File: config.mk
export PLATFORM = sky130hd
export DESIGN_NAME = keyboard_scancode_decoder_unit
export DESIGN_NICKNAME = d
export VERILOG_FILES = /design/src/rtl/kscd_pkg.sv /design/src/rtl/keyboard_scancode_decoder_unit.sv /design/src/rtl/kscd_qmem.sv /design/src/rtl/kscd_res_fifo.sv
export SDC_FILE = /design/constraint.sdc
export NUM_CORES = 1
export LEC_CHECK = 0
export BUFFER_PORTS_ARGS = -buffer_cell sky130_fd_sc_hd__buf_2
export CAP_MARGIN = 25
export CORE_UTILIZATION = 40
export CTS_CLUSTER_SIZE = 28
export DETAILED_ROUTE_END_ITERATION = 16
export GPL_ROUTABILITY_DRIVEN = 1
export SYNTH_ARGS = -nofsm -noshare
export SYNTH_HDL_FRONTEND = slang
export SYNTH_SLANG_ARGS = --single-unit
export TNS_END_PERCENT = 100
File: constraint.sdc
create_clock -name clk -period 5.08 [get_ports clk]
set_input_delay 0.508 -clock clk [delete_from_list [all_inputs] [get_ports clk]]
set_output_delay 0.508 -clock clk [all_outputs]
set_load 0.05 [all_outputs]
File: src/rtl/kscd_pkg.sv
// Shared types, constants and character tables for the keyboard scancode decoder.
`default_nettype none

package kscd_pkg;

	localparam int QDEPTH    = 32;
	localparam int QAW       = $clog2(QDEPTH);
	localparam int QCW       = $clog2(QDEPTH + 1);
	localparam int QBANK     = QDEPTH / 2;
	localparam int RES_DEPTH = 4;
	localparam int RAW       = $clog2(RES_DEPTH);
	localparam int RCW       = $clog2(RES_DEPTH + 1);

	localparam logic [7:0] SC_BKSP        = 8'h0E;
	localparam logic [7:0] SC_TAB         = 8'h0F;
	localparam logic [7:0] SC_ENTER       = 8'h1C;
	localparam logic [7:0] SC_LSHIFT      = 8'h2A;
	localparam logic [7:0] SC_RSHIFT      = 8'h36;
	localparam logic [7:0] SC_CAPS        = 8'h3A;
	localparam logic [7:0] SC_F1          = 8'h3B;
	localparam logic [7:0] SC_NUM         = 8'h45;
	localparam logic [7:0] SC_SCROLL      = 8'h46;
	localparam logic [7:0] SC_LSHIFT_BRK  = 8'hAA;
	localparam logic [7:0] SC_RSHIFT_BRK  = 8'hB6;
	localparam logic [7:0] SC_ACK         = 8'hFA;
	localparam logic [7:0] SC_RESEND      = 8'hFE;

	localparam logic [7:0] KB_SET_LEDS    = 8'hED;
	localparam logic [7:0] KB_NONE        = 8'hFF;

	localparam logic [2:0] LED_CAPS       = 3'b100;
	localparam logic [2:0] LED_NUM        = 3'b010;
	localparam logic [2:0] LED_SCROLL     = 3'b001;

	localparam logic [2:0] EV_CHAR        = 3'd0;
	localparam logic [2:0] EV_BKSP        = 3'd1;
	localparam logic [2:0] EV_ENTER       = 3'd2;
	localparam logic [2:0] EV_FOCUS       = 3'd3;
	localparam logic [2:0] EV_BREAK       = 3'd4;
	localparam logic [2:0] EV_CMD         = 3'd5;

	typedef logic [QAW-1:0] qaddr_t;
	typedef logic [QCW-1:0] qcount_t;

	typedef struct packed {
		logic [7:0] scancode;
		logic       app_running;
	} in_item_t;

	typedef struct packed {
		logic [2:0] event_kind;
		logic [7:0] event_value;
		logic       target;
		logic       last;
	} out_item_t;

	typedef struct packed {
		logic       en;
		qaddr_t     addr;
		logic [7:0] data;
	} qwr_t;

	typedef struct packed {
		logic [1:0] cnt;
		out_item_t  e0;
		out_item_t  e1;
	} res_push_t;

	function automatic logic [7:0] kscd_char(input logic [6:0] code, input logic sh);
		logic [7:0] c;
		c = 8'h00;
		case (code)
			7'h02: c = sh ? 8'h21 : 8'h31;
			7'h03: c = sh ? 8'h22 : 8'h32;
			7'h04: c = sh ? 8'h23 : 8'h33;
			7'h05: c = sh ? 8'h24 : 8'h34;
			7'h06: c = sh ? 8'h25 : 8'h35;
			7'h07: c = sh ? 8'h26 : 8'h36;
			7'h08: c = sh ? 8'h27 : 8'h37;
			7'h09: c = sh ? 8'h28 : 8'h38;
			7'h0A: c = sh ? 8'h29 : 8'h39;
			7'h0B: c = sh ? 8'h7E : 8'h30;
			7'h0C: c = sh ? 8'h3D : 8'h2D;
			7'h0D: c = sh ? 8'h7E : 8'h5E;
			7'h10: c = 8'h51;
			7'h11: c = 8'h57;
			7'h12: c = 8'h45;
			7'h13: c = 8'h52;
			7'h14: c = 8'h54;
			7'h15: c = 8'h59;
			7'h16: c = 8'h55;
			7'h17: c = 8'h49;
			7'h18: c = 8'h4F;
			7'h19: c = 8'h50;
			7'h1A: c = sh ? 8'h60 : 8'h40;
			7'h1B: c = sh ? 8'h7B : 8'h5B;
			7'h1E: c = 8'h41;
			7'h1F: c = 8'h53;
			7'h20: c = 8'h44;
			7'h21: c = 8'h46;
			7'h22: c = 8'h47;
			7'h23: c = 8'h48;
			7'h24: c = 8'h4A;
			7'h25: c = 8'h4B;
			7'h26: c = 8'h4C;
			7'h27: c = sh ? 8'h2B : 8'h3B;
			7'h28: c = sh ? 8'h2A : 8'h3A;
			7'h2B: c = sh ? 8'h7D : 8'h5D;
			7'h2C: c = 8'h5A;
			7'h2D: c = 8'h58;
			7'h2E: c = 8'h43;
			7'h2F: c = 8'h56;
			7'h30: c = 8'h42;
			7'h31: c = 8'h4E;
			7'h32: c = 8'h4D;
			7'h33: c = sh ? 8'h3C : 8'h2C;
			7'h34: c = sh ? 8'h3E : 8'h2E;
			7'h35: c = sh ? 8'h3F : 8'h2F;
			7'h37: c = 8'h2A;
			7'h39: c = 8'h20;
			7'h47: c = 8'h37;
			7'h48: c = 8'h38;
			7'h49: c = 8'h39;
			7'h4A: c = 8'h2D;
			7'h4B: c = 8'h34;
			7'h4C: c = 8'h35;
			7'h4D: c = 8'h36;
			7'h4E: c = 8'h2B;
			7'h4F: c = 8'h31;
			7'h50: c = 8'h32;
			7'h51: c = 8'h33;
			7'h52: c = 8'h30;
			7'h53: c = 8'h2E;
			7'h73: c = sh ? 8'h5F : 8'h5C;
			7'h7D: c = sh ? 8'h7C : 8'h5C;
			default: c = 8'h00;
		endcase
		return c;
	endfunction

endpackage

`default_nettype wire

File: src/rtl/keyboard_scancode_decoder_unit.sv
// Top level of the set-1 scancode decoder with LED command queue and result buffer.
//
//  Port group   Dir   Handshake            Payload
//  in_*         in    in_valid / in_stall  in_item_t: scancode, app_running
//  out_*        out   out_valid / out_stall out_item_t: kind, value, target, last
//  cfg_*        in    cfg_valid / cfg_ready 3-bit initial_leds
//
//  One scancode per cycle while in_stall is low; results pass through the stage-1 registers and then the result buffer.
//  The command byte comes out of the queue RAM in the cycle after its read.
//  Reset: no clearing pass; the first two queue entries read from flops until rewritten.
//  in_stall rises only when the four-entry result buffer could overflow.
//  out_stall holds results in the buffer; configuration is always ready.
`default_nettype none

module keyboard_scancode_decoder_unit
	import kscd_pkg::*;
(
	input  wire logic       clk,
	input  wire logic       arst_n,
	input  wire logic       in_valid,
	output logic            in_stall,
	input  wire in_item_t   in_data,
	output logic            out_valid,
	input  wire logic       out_stall,
	output out_item_t       out_data,
	input  wire logic       cfg_valid,
	output logic            cfg_ready,
	input  wire logic [2:0] cfg_data
);

	logic [1:0] shift_q;
	logic [2:0] leds_q;
	logic [2:0] qled_q;
	logic       focus_q;
	logic       ack_q;
	logic       started_q;
	logic [7:0] outst_q;
	qaddr_t     head_q;
	qcount_t    count_q;
	logic [1:0] pre_q;

	logic       v_s1;
	logic       r0v_s1;
	out_item_t  r0_s1;
	logic       send_s1;
	logic       tgt_s1;
	logic       mem_s1;
	logic [7:0] byte_s1;

	logic       in_accept;
	logic [7:0] sc;
	logic [7:0] ch;
	logic [7:0] ch_fix;
	logic       r0v;
	out_item_t  r0;
	logic [1:0] shift_n;
	logic [2:0] leds_n;
	logic       focus_n;
	logic       ack_n;
	logic       lock;
	logic [7:0] outst_eff;
	qaddr_t     tail;
	qwr_t       wr_a, wr_b;
	qcount_t    count_after;
	logic       send;
	logic       fwd;
	logic [7:0] fwd_byte;
	logic [7:0] mem_rdata;
	logic [7:0] sent_s1;
	logic [1:0] s1_n;
	res_push_t  push;
	logic [RCW-1:0] level;

	assign in_accept = in_valid && !in_stall;
	assign cfg_ready = 1'b1;
	assign sc        = in_data.scancode;
	assign outst_eff = (v_s1 && send_s1) ? sent_s1 : outst_q;

	always_comb begin
		ch = sc[7] ? 8'h00 : kscd_char(sc[6:0], shift_q != 2'b00);
		ch_fix = ch;
		if (ch >= 8'h41 && ch <= 8'h5A && (leds_q[2] == (shift_q != 2'b00))) begin
			ch_fix = ch + 8'h20;
		end
	end

	always_comb begin
		r0v     = 1'b0;
		r0      = '0;
		shift_n = shift_q;
		leds_n  = leds_q;
		focus_n = focus_q;
		ack_n   = ack_q;
		lock    = 1'b0;
		if (ch_fix != 8'h00) begin
			r0v            = 1'b1;
			r0.event_kind  = EV_CHAR;
			r0.event_value = ch_fix;
		end else begin
			unique case (sc)
				SC_BKSP: begin
					r0v           = 1'b1;
					r0.event_kind = EV_BKSP;
				end
				SC_ENTER: begin
					r0v           = focus_q;
					r0.event_kind = EV_ENTER;
				end
				SC_TAB: begin
					focus_n       = !focus_q;
					r0v           = 1'b1;
					r0.event_kind = EV_FOCUS;
				end
				SC_LSHIFT:     shift_n = shift_q | 2'b01;
				SC_RSHIFT:     shift_n = shift_q | 2'b10;
				SC_LSHIFT_BRK: shift_n = shift_q & 2'b10;
				SC_RSHIFT_BRK: shift_n = shift_q & 2'b01;
				SC_CAPS: begin
					leds_n = leds_q ^ LED_CAPS;
					lock   = 1'b1;
				end
				SC_NUM: begin
					leds_n = leds_q ^ LED_NUM;
					lock   = 1'b1;
				end
				SC_SCROLL: begin
					leds_n = leds_q ^ LED_SCROLL;
					lock   = 1'b1;
				end
				SC_F1: begin
					r0v           = (shift_q != 2'b00) && in_data.app_running;
					r0.event_kind = EV_BREAK;
				end
				SC_ACK: ack_n = 1'b0;
				SC_RESEND: begin
					r0v            = 1'b1;
					r0.event_kind  = EV_CMD;
					r0.event_value = ack_q ? outst_eff : KB_NONE;
				end
				default: ;
			endcase
		end
		r0.target = focus_n;
		r0.last   = 1'b0;
	end

	always_comb begin
		tail        = head_q + count_q[QAW-1:0];
		wr_a.en     = in_accept && lock && (count_q < qcount_t'(QDEPTH));
		wr_a.addr   = tail;
		wr_a.data   = KB_SET_LEDS;
		wr_b.en     = in_accept && lock && (count_q < qcount_t'(QDEPTH - 1));
		wr_b.addr   = tail + 1'b1;
		wr_b.data   = {5'd0, leds_n};
		count_after = count_q + qcount_t'(wr_a.en) + qcount_t'(wr_b.en);
		send        = !ack_n && (count_after != '0);
		fwd         = 1'b1;
		fwd_byte    = KB_SET_LEDS;
		if (wr_a.en && wr_a.addr == head_q) begin
			fwd_byte = KB_SET_LEDS;
		end else if (wr_b.en && wr_b.addr == head_q) begin
			fwd_byte = wr_b.data;
		end else if (head_q == qaddr_t'(0) && pre_q[0]) begin
			fwd_byte = KB_SET_LEDS;
		end else if (head_q == qaddr_t'(1) && pre_q[1]) begin
			fwd_byte = {5'd0, qled_q};
		end else begin
			fwd = 1'b0;
		end
	end

	kscd_qmem u_qmem (
		.clk     (clk),
		.wr_a    (wr_a),
		.wr_b    (wr_b),
		.rd_en   (in_accept && send),
		.rd_addr (head_q),
		.rd_data (mem_rdata)
	);

	always_ff @(posedge clk or negedge arst_n) begin
		if (!arst_n) begin
			shift_q   <= 2'b00;
			leds_q    <= 3'd0;
			qled_q    <= 3'd0;
			focus_q   <= 1'b0;
			ack_q     <= 1'b0;
			started_q <= 1'b0;
			outst_q   <= 8'h00;
			head_q    <= '0;
			count_q   <= qcount_t'(2);
			pre_q     <= 2'b11;
			v_s1      <= 1'b0;
		end else begin
			v_s1 <= in_accept;
			if (in_accept) begin
				shift_q   <= shift_n;
				leds_q    <= leds_n;
				focus_q   <= focus_n;
				ack_q     <= ack_n || send;
				started_q <= 1'b1;
				head_q    <= head_q + qaddr_t'(send);
				count_q   <= count_after - qcount_t'(send);
				if ((wr_a.en && wr_a.addr == qaddr_t'(0)) ||
				    (wr_b.en && wr_b.addr == qaddr_t'(0))) begin
					pre_q[0] <= 1'b0;
				end
				if ((wr_a.en && wr_a.addr == qaddr_t'(1)) ||
				    (wr_b.en && wr_b.addr == qaddr_t'(1))) begin
					pre_q[1] <= 1'b0;
				end
			end else if (cfg_valid && cfg_ready) begin
				leds_q <= cfg_data;
				if (!started_q) begin
					qled_q <= cfg_data;
				end
			end
			if (v_s1 && send_s1) begin
				outst_q <= sent_s1;
			end
		end
	end

	always_ff @(posedge clk) begin
		if (in_accept) begin
			r0v_s1  <= r0v;
			r0_s1   <= r0;
			send_s1 <= send;
			tgt_s1  <= focus_n;
			mem_s1  <= !fwd;
			byte_s1 <= fwd_byte;
		end
	end

	assign sent_s1 = mem_s1 ? mem_rdata : byte_s1;
	assign s1_n    = v_s1 ? (2'(r0v_s1) + 2'(send_s1)) : 2'd0;

	always_comb begin
		out_item_t cmd;
		cmd.event_kind  = EV_CMD;
		cmd.event_value = sent_s1;
		cmd.target      = tgt_s1;
		cmd.last        = 1'b1;
		push.cnt = s1_n;
		push.e1  = cmd;
		if (r0v_s1) begin
			push.e0      = r0_s1;
			push.e0.last = !send_s1;
		end else begin
			push.e0 = cmd;
		end
	end

	kscd_res_fifo u_res (
		.clk       (clk),
		.arst_n    (arst_n),
		.push      (push),
		.out_valid (out_valid),
		.out_stall (out_stall),
		.out_data  (out_data),
		.level     (level)
	);

	assign in_stall = ({1'b0, level} + (RCW+1)'(s1_n) + (RCW+1)'(2)) >
	                  (RCW+1)'(RES_DEPTH);

	a_count_bound: assert property (@(posedge clk) disable iff (!arst_n)
		count_q <= qcount_t'(QDEPTH))
		else $error("command queue count beyond depth");

	a_res_room: assert property (@(posedge clk) disable iff (!arst_n)
		v_s1 |-> ({1'b0, level} + (RCW+1)'(s1_n)) <= (RCW+1)'(RES_DEPTH))
		else $error("result buffer overflow");

	a_send_waits: assert property (@(posedge clk) disable iff (!arst_n)
		v_s1 && send_s1 |-> ack_q)
		else $error("command byte sent without awaiting acknowledge");

	a_send_needs_data: assert property (@(posedge clk) disable iff (!arst_n)
		in_accept && count_q == '0 && !wr_a.en |-> !send)
		else $error("command send from empty queue");

endmodule

`default_nettype wire

File: src/rtl/kscd_qmem.sv
// Command queue storage: two single-port-write banks split on the low address bit.
`default_nettype none

module kscd_qmem
	import kscd_pkg::*;
(
	input  wire logic       clk,
	input  wire qwr_t       wr_a,
	input  wire qwr_t       wr_b,
	input  wire logic       rd_en,
	input  wire qaddr_t     rd_addr,
	output logic [7:0]      rd_data
);

	logic [7:0] bank0 [QBANK];
	logic [7:0] bank1 [QBANK];

	logic           we0, we1;
	logic [QAW-2:0] wa0, wa1;
	logic [7:0]     wd0, wd1;
	logic [7:0]     rd0_q, rd1_q;
	logic           sel_q;

	always_comb begin
		we0 = 1'b0;
		we1 = 1'b0;
		wa0 = wr_a.addr[QAW-1:1];
		wa1 = wr_a.addr[QAW-1:1];
		wd0 = wr_a.data;
		wd1 = wr_a.data;
		if (wr_a.en && !wr_a.addr[0]) begin
			we0 = 1'b1;
		end else if (wr_b.en && !wr_b.addr[0]) begin
			we0 = 1'b1;
			wa0 = wr_b.addr[QAW-1:1];
			wd0 = wr_b.data;
		end
		if (wr_a.en && wr_a.addr[0]) begin
			we1 = 1'b1;
		end else if (wr_b.en && wr_b.addr[0]) begin
			we1 = 1'b1;
			wa1 = wr_b.addr[QAW-1:1];
			wd1 = wr_b.data;
		end
	end

	always_ff @(posedge clk) begin
		if (we0) begin
			bank0[wa0] <= wd0;
		end
		if (we1) begin
			bank1[wa1] <= wd1;
		end
		if (rd_en) begin
			rd0_q <= bank0[rd_addr[QAW-1:1]];
			rd1_q <= bank1[rd_addr[QAW-1:1]];
			sel_q <= rd_addr[0];
		end
	end

	assign rd_data = sel_q ? rd1_q : rd0_q;

endmodule

`default_nettype wire

File: src/rtl/kscd_res_fifo.sv
// Result queue: takes up to two results a cycle, hands out one per request.
`default_nettype none

module kscd_res_fifo
	import kscd_pkg::*;
(
	input  wire logic      clk,
	input  wire logic      arst_n,
	input  wire res_push_t push,
	output logic           out_valid,
	input  wire logic      out_stall,
	output out_item_t      out_data,
	output logic [RCW-1:0] level
);

	out_item_t          slot [RES_DEPTH];
	logic [RAW-1:0]     wp_q, rp_q;
	logic [RCW-1:0]     level_q;
	logic               pop;
	logic [RAW-1:0]     wp1;

	assign pop       = out_valid && !out_stall;
	assign wp1       = wp_q + 1'b1;
	assign out_valid = (level_q != '0);
	assign out_data  = slot[rp_q];
	assign level     = level_q;

	always_ff @(posedge clk) begin
		if (push.cnt != 2'd0) begin
			slot[wp_q] <= push.e0;
		end
		if (push.cnt == 2'd2) begin
			slot[wp1] <= push.e1;
		end
	end

	always_ff @(posedge clk or negedge arst_n) begin
		if (!arst_n) begin
			wp_q    <= '0;
			rp_q    <= '0;
			level_q <= '0;
		end else begin
			wp_q    <= wp_q + RAW'(push.cnt);
			if (pop) begin
				rp_q <= rp_q + 1'b1;
			end
			level_q <= level_q + RCW'(push.cnt) - RCW'(pop);
		end
	end

endmodule

`default_nettype wire
# Yosys cells after proc, flatten, opt, wreduce, memory -nomap -nowiden
# Memory sizes are Yosys's and may differ from the RTL's. A register that Yosys moved wholly into a read port is not among the register bits.
# Index checks and enable logic that the tools add are counted.
# op_classes
add_sub_neg	15
order_cmp	5
eq_ne	83
muxes	73
bitwise	10
reduce_logical	53
# ops
op	count
case mux 7 bit (63 select lines)	1
equality test 7 x 6 -> 1 bit (second input constant)	22
2-to-1 mux 8 bit	15
equality test 7 bit (second input constant)	15
equality test 7 x 5 -> 1 bit (second input constant)	14
2-to-1 mux 5 bit	15
equality test 7 x 4 -> 1 bit (second input constant)	6
equality test 8 x 6 -> 1 bit (second input constant)	4
equality test 8 bit (second input constant)	4
2-to-1 mux 6 bit	5
equality test 7 x 3 -> 1 bit (second input constant)	4
logical AND 1 bit	23
2-to-1 mux 1 bit	22
equality test 8 x 4 -> 1 bit (second input constant)	2
equality test 8 x 7 -> 1 bit (second input constant)	2
2-to-1 mux 4 bit	4
equality test 5 x 1 -> 1 bit (second input constant)	3
logical NOT 5 bit	3
case mux 3 bit (5 select lines)	1
equality test 7 x 2 -> 1 bit (second input constant)	2
2-to-1 mux 13 bit	1
adder 6 x 1 -> 6 bit	2
equality test 5 bit	2
NOT 1 bit	10
other kinds (36)	57
# totals
ff_bits	64
ram_bits	308
input_bits	17
output_inout_bits	16
wordCells	267
mem_count	3
# memory_table
name	words	width	read_ports	rd_ports_with_merged_regs	write_ports	line	text
u_qmem.bank0	16	8	1	1	1	kscd_qmem.sv:15	logic [7:0] bank0 [QBANK];
u_qmem.bank1	16	8	1	1	1	kscd_qmem.sv:16	logic [7:0] bank1 [QBANK];
u_res.slot	4	13	1	0	2	kscd_res_fifo.sv:16	out_item_t slot [RES_DEPTH];

# Longest topological paths before layout
# Gate-level depths: netlist of run 1.
# logic_depth
depth_word	17
ltp_mapped	28
mapped_depth_nobuf	27

# Modules after synthesis
# Synthesis of run 1 repeated with hierarchy kept, for this count alone.
# unflattened
hier_cells	1320
area_unflattened_um2	19130.8
# by_module_without_submodules
mod	n_inst	cells_per_inst	area_per_inst_um2	seq_area_each_um2
kscd_qmem	1	554	11153.2	8197.9
keyboard_scancode_decoder_unit	1	599	4927.2	1400.1
kscd_res_fifo	1	167	3050.4	1736.7

# Worst setup path before layout of run 1
# Ideal clock, no wire load.
# synth_path
path_type	register to register
start	register r0v_s1
end	register count_q[4]
setup_time_ps	79
arrival_ps	5116
required_time_ps	5001
setup_slack_ps	-115
stages_incl_launch_ff	27
n_path_buf	1
period_less_slack_ps	5195
path_cell_list	edfxtp_1 -> ha_1 -> nand2_1 -> ha_1 -> inv_1 -> ha_1 -> fa_1 -> o21ai_0 -> nand3b_1 -> a211o_1 -> nor2_1 -> inv_2 -> fa_1 -> inv_1 -> ha_1 -> clkbuf_1 -> o21ai_0 -> a22oi_1 -> nor2_1 -> and3_1 -> a21oi_1 -> ha_1 -> ha_1 -> nor4b_1 -> a31oi_1 -> nor2_1 -> xor2_1
# synth_between
elab_chain_cells	14
elab_cells_between_ends	15
classes_between	6 x add/sub; 1 x order compare; 1 x mux; 7 x reduce/logical
# synth_lines
element	line	text
start: declaration	keyboard_scancode_decoder_unit.sv:43	logic r0v_s1;
start signal: assignment	keyboard_scancode_decoder_unit.sv:226	r0v_s1 <= r0v;
adder 1 x 1 -> 2 bit (*)	keyboard_scancode_decoder_unit.sv:236	assign s1_n = v_s1 ? (2'(r0v_s1) + 2'(send_s1)) : 2'd0;
2-to-1 mux 2 bit (*)	keyboard_scancode_decoder_unit.sv:236	
adder 3 x 2 -> 4 bit (*)	keyboard_scancode_decoder_unit.sv:264	assign in_stall = ({1'b0, level} + (RCW+1)'(s1_n) + (RCW+1)'(2)) >
adder 4 x 2 -> 4 bit (*)	keyboard_scancode_decoder_unit.sv:264	
> comparator 4 x 3 -> 1 bit (*)	keyboard_scancode_decoder_unit.sv:264	
logical NOT 1 bit (*)	keyboard_scancode_decoder_unit.sv:74	assign in_accept = in_valid && !in_stall;
logical AND 1 bit (*)	keyboard_scancode_decoder_unit.sv:74	
logical AND 1 bit (*)	keyboard_scancode_decoder_unit.sv:149, keyboard_scancode_decoder_unit.sv:152	
logical AND 1 bit	keyboard_scancode_decoder_unit.sv:149	wr_a.en = in_accept && lock && (count_q < qcount_t'(QDEPTH));
adder 6 x 1 -> 6 bit	keyboard_scancode_decoder_unit.sv:155	count_after = count_q + qcount_t'(wr_a.en) + qcount_t'(wr_b.en);
adder 6 x 1 -> 6 bit (*)	keyboard_scancode_decoder_unit.sv:155	
nonzero test 6 bit (*)	keyboard_scancode_decoder_unit.sv:156	send = !ack_n && (count_after != '0);
logical AND 1 bit (*)	keyboard_scancode_decoder_unit.sv:156	
via send	keyboard_scancode_decoder_unit.sv:65	logic send;
subtractor 6 x 1 -> 6 bit (*)	keyboard_scancode_decoder_unit.sv:203	count_q <= count_after - qcount_t'(send);
end signal: assignment	keyboard_scancode_decoder_unit.sv:191	count_q <= qcount_t'(2);
end signal: assignment	keyboard_scancode_decoder_unit.sv:203	
end: declaration	keyboard_scancode_decoder_unit.sv:39	qcount_t count_q;
# Mark *: on every way through the listed nets, which the timed path passes. The rest lies on a longest branch.
# A chain may end at the register's enable or synchronous reset.

# Worst setup path after layout of run 1
# layout_path
start	register r0v_s1
end	register count_q[3]
# Same word-level chain as after synthesis.

==> results of run 1 <==
-- timing repair --
| item | 4_1_cts | 5_1_grt |
|---|---|---|
| gates resized for setup | 4 | 5 |
| endpoints found under the hold margin | 0 | 7 |
| setup buffers | 0 | 1 |
| hold buffers | 0 | 1 |
| pin swaps | 1 | 4 |
| setup endpoints to repair | 1 | 4 |
-- worst register-to-register path, delay by kind of cell (launching register included) --
family | cells | cell delay, ns
adders and majority gates | 6 | 1.73
and+or+nand+nor | 10 | 1.45
AOI/OAI and AO/OA | 6 | 1.02
DFF | 1 | 0.43
xor gates and xnor gates | 1 | 0.14
buffers and inverters | 1 | 0.10
-- through the flow --
stage	utilization [%]	std cells	cell area [sq um]
floorplan	-	1134	13100
global placement	42.8	1556	13600
detailed placement	42.9	1559	13600
CTS	45.6	1607	14500
global route	45.9	1611	14600
finish	45.9	1611	14600
-- cells in the mapped netlist, drive strengths merged (12+ instances only) --
library cell,n
buf,35
nor2,120
dfxtp,16
mux2i,36
o21ai,60
o22ai,12
edfxtp,192
nor2b,16
nand2b,15
inv,37
a21o,12
nand3,20
ha,22
xor2,15
xnor2,29
nor3,27
clkbuf,31
a21oi,49
dfrtp,37
nand2,107
mux4,29
-- area by class of cell --
cell class / count / area (sq um)
sequential: 248 / 7090
clock buffer: 35 / 737
inverter: 37 / 139
fill: 2887 / 17200
tap: 435 / 544
clock inverter: 13 / 103
multi-input combinational: 783 / 5550
timing repair buffer: 60 / 413
-- flip-flops by register name, summed over array words and instances (netlist names), 3 cells and up --
| register | cells |
|---|---|
| u_qmem.bank1 | 64 |
| u_res.level | 3 |
| leds_q | 3 |
| u_qmem.rd0_q | 4 |
| u_qmem.bank0 | 64 |
| u_qmem.rd1_q | 4 |
| outst_q | 8 |
| u_res.slot | 52 |
| qled_q | 3 |
| head_q | 5 |
| byte_s1 | 4 |
| r0_s1 | 11 |
| count_q | 6 |
-- layer usage --
layer / GRT usage (%) / up-vias
li1: - / 4293
met1: 26.3 / 4360
met2: 29.1 / 294
met3: 2.57 / 49
met4: 5.34 / 0
met5: 0 / -
-- final timing paths --
path,start,end,slack (ns)
worst min-delay path,cfg_data[0],qled_q[0],0.24
min in group asynchronous,arst_n,u_res.rp_q[1],0.32
worst max-delay path,r0v_s1,count_q[3],0.1
worst max register to register,r0v_s1,count_q[3],0.1
max in group asynchronous,arst_n,pre_q[0],4.27
worst min register to register,pre_q[0],pre_q[0],0.45
-- power by group --
part / internal (mW) / switching [mW] / leakage [nW]
logic: 0.805 / 1.46 / 2.33
clock network: 1.08 / 0.774 / 0.421
registers: 2.50 / 0.264 / 2.63
total: 4.38 / 2.50 / 5.38
-- logic make-up after synthesis --
kind of cell,count (synthesis),share of synthesized area [%]
AOI/OAI and AO/OA,233,12.0
xor gates and xnor gates,45,3.12
adders and majority gates,26,2.72
buffers and inverters,103,3.66
DFF,248,54.3
muxes,72,8.37
other,1,0.0287
and+or+nand+nor,406,15.8
==> metrics.md, run 1 <==
| Metric | Value |
|---|---|
| Initial Utilization | between 40% and 50% |
| Longest Clk Path Bufs | 3 |
| Layout cells sized above 1 | between 10% and 20% |
| Die ar. | between 30000 and 40000 sq um |
| Largest area contributor in the netlist | edfxtp_1 |
| Routed vias | 8996 |
| Port buffer count | 31 |
| Critical Path Max Stage Delay | roughly 0.45 ns |
| Most used flip-flop cell after synthesis | edfxtp_1 |
| Remaining antenna violation count after routing | 0 |
| Worst EP arrival | 5.38 ns |
| Vias in the first global route | around 8500 |
| Area grow syn2layout | 11.7% |
| Max IR drop VDD | approximately 0.23 mV |
| Synth top area share | 44.2% |
| Post-synth ARST share | between 10% and 20% |
| Fmax | about 200 MHz |
| WL/cell | between 15 and 20 microns |
| Worst-path clk slew | roughly 0.060 ns |
| EDFF count, synth | 192 |
| TritonCTS clock tree | built |
| Syn Nets | 1177 |
| Commonest non-fill, non-tap cell in the layout | edfxtp_1 |
| Total Neg Setup Slack | 0 ns |
| Cell family with most CP delay | adder cells |
| WP data required | 5.48 ns |
| Initial antenna violation count | 1 |
| Final nets | ~1200 |
| Pre-CTS WS | -0.0164 ns |
| Final setup margin | between 0.09 and 0.1 ns |
| Final Power | 6.88 mW |
| Commonest cells after routing, fill and taps aside | edfxtp_1 (192), nor2_1 (114), nand2_1 (107), o21ai_0 (52), a21oi_1 (48) |
| Root Buffer | clkbuf_16 |
| 1st-iter DRT viols | between 800 and 900 |
| Crit path buffers/inverters | 1 |
| Largest net degree at the start of global routing | just over 40 |
| Met3 Wirelength | ~1900 microns |
| Final critical-path required period | roughly 5 ns |
| First-pass GRT wire length | 48100 microns |
| Die height | ~180 microns |
| Worst hold path class | input pin to flop |
| Crit. End Element | flop |
| Worst-Margin Slew | between 0.9 and 1 ns |
| DRC | 0 |
| Synth Area per Inst | between 10 and 15 sq um |
| First drt pass iteration count | 6 |
| Synth cell types | 96 |
| TritonCTS Buffers | 26 |
| CP cell instances | ha_4, and2_1, ha_1, ha_1, fa_1, o21ai_2, nand3b_1, a211o_1, nor2_2, inv_2, fa_2, nand2b_1, nand3_1, o21ai_0, a22oi_1, nor2_1, and3_1, a21oi_2, ha_2, nor2b_1, nand2_1, a32oi_1, nor2_1, xor2_1 |
| Pwr dens | approximately 470 nW/um^2 |
| Hold path cells | 2 |
| CP Depth | 24 |
| Setup violations, final | 0 |
| Top layer in use | met4 |
| GRT overflow | 0 |
| Via density | 5.58 |
| WL final | a little over 30000 microns |
| Top Ports | 33 |
| Static Leak | 5.38 nW |
| Cells on worst reg2reg path | 24 |
| Slew margin rel. | 33.0% |
| Mapped Area | ~13000 sq um |
| Core Box Area | about 32000 sq um |
| DIE WIDTH | 183 microns |
| Hold WS | around 0.24 ns |
| CTS Sinks | roughly 250 |
| Period utilization | 98.1% |
| Met2 WL | 14300 microns |
| Seq/Total Area, Yosys | a little over half |
| # rows | 65 |
| ANT cells | 0 |
| GRT Total Usage | 18.4% |
| Final hold vios | 0 |
| Gpl congestion | ~0.94 |
| Cells after Synth | roughly 1100 |
| Max-cap violations | 0 |
| Status | complete, no violations |
| Max Slew Vio Count | 0 |
| Post-DP HPWL | approximately 21000 microns |
| Synth warn | 0 |
| Cell at the slowest stage of the critical path | fa_1 |
| Startpoint types | flop |
| Critical path class | flop to flop |
| CP max FO | 7 |
| #FFs+latches synth | approximately 250 |
| Top cells by area, synth | edfxtp_1 (44%), dfrtp_1 (7.1%), mux4_2 (5.0%) |
| Wl on met1 | between 10000 and 15000 microns |
| Worst-Skew Late Latency | approximately 0.53 ns |
| H-tree depth | 1 |
| Clock Skew | around 0.014 ns |
Note: power is estimated with default switching activity, not from simulation.
==> run 2, diff against run 1 <==
Settings changed: CORE_ASPECT_RATIO from default to 0.8.
==> run 2 against run 1 <==
Register-to-register slack improved by 0.20 ns. Setup slack better by 0.20 ns. Count of clock-buffer cells in the layout grew 1. Die area is essentially flat. Combinational power hardly changed. Final area grew 0.94%. Sequential power barely moved. Power up 4.5%. Non-clock buffer count rose by 6. Utilization rose by 0.45 points. Critical endpoint is now count_q[4]. Largest power group unchanged. Highest routed layer unchanged.
==> metrics.md, run 2 (same netlist as run 1, synthesis figures left out) <==
| Metric | Value |
|---|---|
| Status | complete, no violations |
| Worst-Margin Slew | 0.918 ns (-0.0791 ns) |
| 1st-iter DRT viols | 835 (-0.60%) |
| Cell-internal power | 4.65 mW (+6.2%) |
| WL final | 31800 microns (+4.7%) |
| Gpl congestion | 0.952 (+1.1%) |
| Startpoint types | flop |
| H-tree depth | 1 (unchanged) |
| Port buffer count | 31 (unchanged) |
| Top layer in use | met4 |
| Worst hold path class | input pin to asynchronous set/reset pin |
| Slew margin rel. | 38.3% (+5.3 points) |
| CP max FO | 7 (unchanged) |
| Die ar. | 33400 sq um (about the same) |
| Clock Skew | 0.0146 ns (+0.000478 ns) |
| Top Registers | u_qmem.bank0: 64 flops, u_qmem.bank1: 64 flops, u_res.slot: 52 flops |
| Remaining antenna violation count after routing | 0 (unchanged) |
| First drt pass iteration count | 7 (+1) |
| Hold WS | 0.0387 ns (-0.206 ns) |
| Crit Reg-Reg Endpoint | count_q[4] |
| Setup violations, final | 0 (unchanged) |
| Max-cap violations | 0 (unchanged) |
| Placed Cells incl. Taps | 1551 (-0.51%) |
| Layout cells sized above 1 | 15.6% (+0.84 points) |
| Final nets | 1206 (+0.58%) |
| TritonCTS clock tree | built |
| Vias in the first global route | 8710 (+2.7%) |
| Area grow syn2layout | 12.7% |
| Reg2Reg Setup Slack | 0.30 ns (+0.20 ns) |
| Max IR drop VDD | 0.256 mV (+12%) |
| Via density | 5.70 (+2.2%) |
| CTS Sinks | 248 (unchanged) |
| Top Ports | 33 (unchanged) |
| Fill cell count | 2915 (+0.97%) |
| GRT overflow | 0 (unchanged) |
| # rows | 58 (-11%) |
| Combinational Power Share | 31.5% (-1.4 points) |
| Psw | 2.54 mW (+1.5%) |
| Clock power frac | 29.9% (+3.0 points) |
| Met2 WL | 13400 microns (-6.2%) |
| Met3 Wirelength | 2590 microns (+35%) |
| Initial antenna violation count | 0 (-1) |
| Post-DP HPWL | 22200 microns (+5.2%) |
| Max Slew Vio Count | 0 (unchanged) |
| Worst EP arrival | 5.19 ns (-0.19 ns) |
| Fmax | 209 MHz (+4.3%) |
| Wl on met1 | 15200 microns (+13%) |
| Worst-path clk slew | 0.06 ns (about the same) |
| Crit. End Element | flop |
| Commonest non-fill, non-tap cell in the layout | edfxtp_1 |
| First-pass GRT wire length | 51000 microns (+5.9%) |
| Commonest cells after routing, fill and taps aside | edfxtp_1 (192), nor2_1 (114), nand2_1 (107), o21ai_0 (51), a21oi_1 (48) |
| WP data required | 5.49 ns (about the same) |
| Period utilization | 94.1% (-4.0 points) |
| CP startpoint | send_s1 |
| Die height | 164 microns (-10%) |
| WL/cell | 19.8 microns (+5.3%) |
| Pwr dens | 489 nW/um^2 (+3.5%) |
| Switching share of power | 35.3% (-1.0 points) |
| Final critical-path required period | 4.78 ns (-0.204 ns) |
| Initial Utilization | 41.1% (about the same) |
| Final Power | 7.19 mW (+4.5%) |
| Longest Clk Path Bufs | 3 (unchanged) |
| Core Box Area | 31800 sq um (about the same) |
| Worst-Skew Late Latency | 0.54 ns (about the same) |
| DIE WIDTH | 204 microns (+12%) |
| DRC | 0 (unchanged) |
| Root Buffer | clkbuf_16 |
| Sequential share of power | 38.6% (-1.6 points) |
| Static Leak | 5.46 nW (+1.6%) |
| Largest net degree at the start of global routing | 48 (+17%) |
| Routed vias | 9144 (+1.6%) |
| TritonCTS Buffers | 27 (+3.8%) |
| Final hold vios | 0 (unchanged) |
| ANT cells | 0 (unchanged) |
| Critical path class | flop to flop |
| Cells on worst reg2reg path | 24 (unchanged) |
| Post-route insts no fill | 1603 (-0.50%) |
| Fin util | 46.3% (+0.45 points) |
| GRT Total Usage | 19.6% (+1.2 points) |
| Reg2reg start | send_s1 |
run 2: cell types whose count changed in the layout (fill, tap and decap cells not counted), moves of 2 or more:
cell       delta
buf_4        +10
bufinv_16     +5
clkbuf_1      -2
clkbuf_8      +4
clkinv_2      -4
run 2: worst max-delay path: stages (launching register included):
cell      delay (ns)
edfxtp_1        0.43
ha_4            0.28
and2_1          0.19
ha_1            0.19
ha_1            0.19
fa_1            0.45
o21ai_2         0.08
nand3b_1        0.16
a211o_1         0.28
buf_4           0.17
fa_2            0.37
inv_1           0.07
ha_1            0.20
nand3_1         0.10
o21ai_2         0.09
a22oi_1         0.08
nor2_1          0.14
and3_1          0.22
a21oi_2         0.05
ha_2            0.23
ha_4            0.17
nor4b_2         0.15
a31oi_1         0.17
nor2_1          0.08
xor2_1          0.14
run 2: worst max path at each step:
stage / slack [ns] / endpoint / depth (start not counted)
after floorplan: 0.02 / count_q[4] / 28
after global placement: 0.13 / count_q[4] / 24
after detailed placement: 0.03 / count_q[4] / 24
after CTS: 0.01 / count_q[4] / 26
after global routing: -0.06 / count_q[4] / 25
final: 0.30 / count_q[4] / 24
run 2: power by group through the flow:
stage          sequential (mW)  clock, mW  combinational (mW)
4_1_cts                   2.78       2.19                2.23
3_5_place_dp              2.82          0                2.22
5_1_grt                   2.82       2.27                2.47
2_1_floorplan             2.67          0                1.76
6_report                  2.77       2.15                2.27
3_3_place_gp              2.81          0                2.20
run 2: area by class of cell:
type / count / area (sq um) / share of cell area (%)
well taps: 420 / 526 / 3.57
clock inverters: 13 / 219 / 1.49
clock buffers: 36 / 759 / 5.16
repair buffers: 66 / 425 / 2.89
flip-flops and latches: 248 / 7090 / 48.2
multi-input cells: 783 / 5560 / 37.8
inverters: 37 / 139 / 0.944
run 2: what timing repair did:
item,CTS,global route
gates cloned,0,0
pin swaps,0,7
buffers inserted,0,3
endpoints found under the setup margin,1,15
hold buffers,0,0
gates resized for setup,1,10
run 2: per-layer routing:
| metal | vias up | track usage, % |
|---|---|---|
| met2 | 360 | 27.8 |
| met5 | - | 0 |
| met3 | 54 | 4.53 |
| met4 | 0 | 4.82 |
| met1 | 4425 | 29.8 |
| li1 | 4305 | - |
run 2: through the flow:
step                      TNS [ns]  instance area [sq um]  setup WS [ns]
after floorplan                  0                  13100         0.0223
after global placement           0                  13700          0.127
after detailed placement         0                  13700         0.0349
after CTS                        0                  14700         0.0128
after global routing       -0.0618                  14700        -0.0588
final                            0                  14700          0.301
==> run 3, diff against run 2 <==
==> constraint.sdc (replaced) <==
create_clock -name clk -period 5.08 [get_ports clk]
set_input_delay 0.254 -clock clk [delete_from_list [all_inputs] [get_ports clk]]
set_output_delay 0.254 -clock clk [all_outputs]
set_load 0.05 [all_outputs]
==> run 3 against run 2 <==
Fmax barely moved. Final area is 0.74% lower. Final cell count stayed put. Count of clock-buffer cells in the layout up 4. Sequential share of layout area is 0.36 points higher. Power shrank 4.9%. Wire length decreased by 0.62%. Combinational power about the same. Die area is the same. Non-clock buffer count rose by 1. Hold slack worse by 0.0092 ns. Clock power is 17% lower. Critical path type unchanged. Critical endpoint unchanged. Highest routed layer unchanged.
==> metrics.md, run 3 (same netlist as run 1, synthesis figures left out) <==
| Metric | Value |
|---|---|
| Largest net degree at the start of global routing | 48 (unchanged) |
| Worst EP arrival | 5.18 ns (about the same) |
| WL final | 31600 microns (-0.62%) |
| GRT Total Usage | 19.2% (-0.44 points) |
| TritonCTS Buffers | 26 (-3.7%) |
| CP max FO | 7 (unchanged) |
| Port buffer count | 31 (unchanged) |
| Pwr dens | 468 nW/um^2 (-4.2%) |
| TritonCTS clock tree | built |
| Worst-path clk slew | 0.06 ns (about the same) |
| First-pass GRT wire length | 49700 microns (-2.5%) |
| ANT cells | 0 (unchanged) |
| Critical path class | flop to flop |
| Initial Utilization | 41.1% (unchanged) |
| Area grow syn2layout | 11.9% |
| H-tree depth | 1 (unchanged) |
| Longest Clk Path Bufs | 3 (unchanged) |
| First drt pass iteration count | 7 (unchanged) |
| Startpoint types | flop |
| Worst hold path class | input pin to flop |
| Setup violations, final | 0 (unchanged) |
| Vias in the first global route | 8660 (-0.57%) |
| Crit path buffers/inverters | 2 (unchanged) |
| Cell at the slowest stage of the critical path | fa_1 |
| Clock Skew | 0.0175 ns (+0.00296 ns) |
| WP data required | 5.48 ns (about the same) |
| Fin util | 46.0% (-0.34 points) |
| Cell family with most CP delay | adder cells |
| Die height | 164 microns (unchanged) |
| Status | complete, no violations |
| Commonest cells after routing, fill and taps aside | edfxtp_1 (192), nor2_1 (113), nand2_1 (107), o21ai_0 (51), a21oi_1 (48) |
| Routed vias | 9181 (+0.40%) |
| Fill cell count | 2910 (-0.17%) |
| Final Power | 6.84 mW (-4.9%) |
| WL/cell | 19.7 microns (-0.62%) |
| Period utilization | 94.0% (about the same) |
| 1st-iter DRT viols | 896 (+7.3%) |
| Final critical-path required period | 4.77 ns (-0.00389 ns) |
| Die ar. | 33400 sq um (unchanged) |
| DRC | 0 (unchanged) |
| GRT overflow | 0 (unchanged) |
| Initial antenna violation count | 0 (unchanged) |
| Design area | 14600 sq um (-0.74%) |
| Post-DP HPWL | 22000 microns (-0.61%) |
| Fmax | 209 MHz (about the same) |
| Top Ports | 33 (unchanged) |
| Worst-Skew Late Latency | 0.54 ns (about the same) |
| Crit. End Element | flop |
| Area of the multi-input gates | 5590 sq um (+0.65%) |
| Core Box Area | 31800 sq um (unchanged) |
| Commonest non-fill, non-tap cell in the layout | edfxtp_1 |
| Slew margin rel. | 26.3% (-12 points) |
| Gpl congestion | 0.969 (+1.8%) |
| Reg area | 7090 sq um (unchanged) |
| Top Registers | u_qmem.bank0: 64 flops, u_qmem.bank1: 64 flops, u_res.slot: 52 flops |
| Layout cells sized above 1 | 15.3% (-0.34 points) |
| Final hold vios | 0 (unchanged) |
| Max-cap violations | 0 (unchanged) |
| Via density | 5.73 (+0.40%) |
| Remaining antenna violation count after routing | 0 (unchanged) |
| Max Slew Vio Count | 0 (unchanged) |
| Total Neg Setup Slack | 0 ns (unchanged) |
| # rows | 58 (unchanged) |
| Root Buffer | clkbuf_16 |
| Max IR drop VDD | 0.231 mV (-10%) |
| Post-placement cell area | 13700 sq um (about the same) |
| DIE WIDTH | 204 microns (unchanged) |
| Final nets | 1206 (unchanged) |
| Worst-Margin Slew | 1.09 ns (+0.174 ns) |
| Critical Path Max Stage Delay | 0.45 ns (about the same) |
| Static Leak | 5.39 nW (-1.3%) |
| CP dominant cell by count | ha_4 |
| CTS Sinks | 248 (unchanged) |
[run 3: changes by cell type in the layout (fill, tap and decap cells not counted), sizes merged]
| cell | previous run | this run |
|---|---|---|
| bufinv | 6 | 0 |
| inv | 39 | 38 |
| clkinv | 5 | 7 |
| clkbuf | 36 | 40 |
| dlygate4sd3 | 0 | 4 |
| buf | 66 | 63 |
[run 3: timing repair]
item,CTS,global route
hold endpoints to repair,40,0
setup endpoints to repair,0,17
gates resized for setup,0,17
buffers inserted,0,1
hold buffers,4,0
[run 3: path summary, 6_finish.rpt]
kind / startpoint / to / slack [ns] / cells after the start
setup / recovery: r0v_s1 / count_q[4] / 0.31 / 25
min in group asynchronous: arst_n / u_res.rp_q[0] / 0.32 / 3
setup reg to reg: r0v_s1 / count_q[4] / 0.31 / 25
hold / removal: out_stall / u_res.rp_q[0] / 0.03 / 3
hold reg to reg: pre_q[0] / pre_q[0] / 0.45 / 2
max in group asynchronous: arst_n / head_q[1] / 4.31 / 3
[run 3: final cells by class]
| cell class | instances | share of cell area, % |
|---|---|---|
| clock inverters | 8 | 0.351 |
| repair buffers | 67 | 3.03 |
| clock buffers | 40 | 5.23 |
| multi-input cells | 783 | 38.3 |
| flip-flops and latches | 248 | 48.5 |
| inverters | 37 | 0.951 |
| well taps | 420 | 3.60 |
[run 3: through the flow]
stage                     setup WS (ns)  std cells  hold WS, ns
after floorplan                  0.0223       1134      -0.0416
after global placement            0.142       1548        0.365
after detailed placement         0.0897       1550        0.370
after CTS                        0.0160       1602       0.0173
after global routing            -0.0322       1603       0.0500
final                             0.305       1603       0.0295
[run 3: power breakdown]
part | switching (mW) | internal [mW] | leakage, nW
Combinational | 1.46 | 0.801 | 2.36
Sequential | 0.283 | 2.50 | 2.63
Clock | 0.751 | 1.04 | 0.404
[run 3: routing by layer]
layer / wire (microns) / GRT usage [%] / vias to the layer above / share of wire (%)
li1: - / - / 4315 / -
met1: 15200 / 29.4 / 4468 / 48
met2: 13500 / 28.0 / 356 / 43
met3: 2250 / 3.25 / 42 / 7.1
met4: 546 / 4.44 / 0 / 1.7
met5: 0 / 0 / - / 0
[run 3: worst register-to-register path, stage by stage, from the launching register on]
cell	delay, ns
edfxtp_1	0.43
ha_4	0.29
and2_1	0.19
ha_1	0.19
ha_1	0.18
fa_1	0.45
o21ai_2	0.08
nand3b_1	0.17
a211o_1	0.29
buf_4	0.17
fa_2	0.37
inv_1	0.11
ha_4	0.16
nand3_1	0.10
o21ai_2	0.12
a22oi_2	0.08
nor2_2	0.13
and3_1	0.19
a21oi_2	0.05
ha_2	0.23
ha_4	0.18
nor2_1	0.08
a21oi_1	0.05
a31oi_1	0.16
nor2_1	0.07
xor2_1	0.14
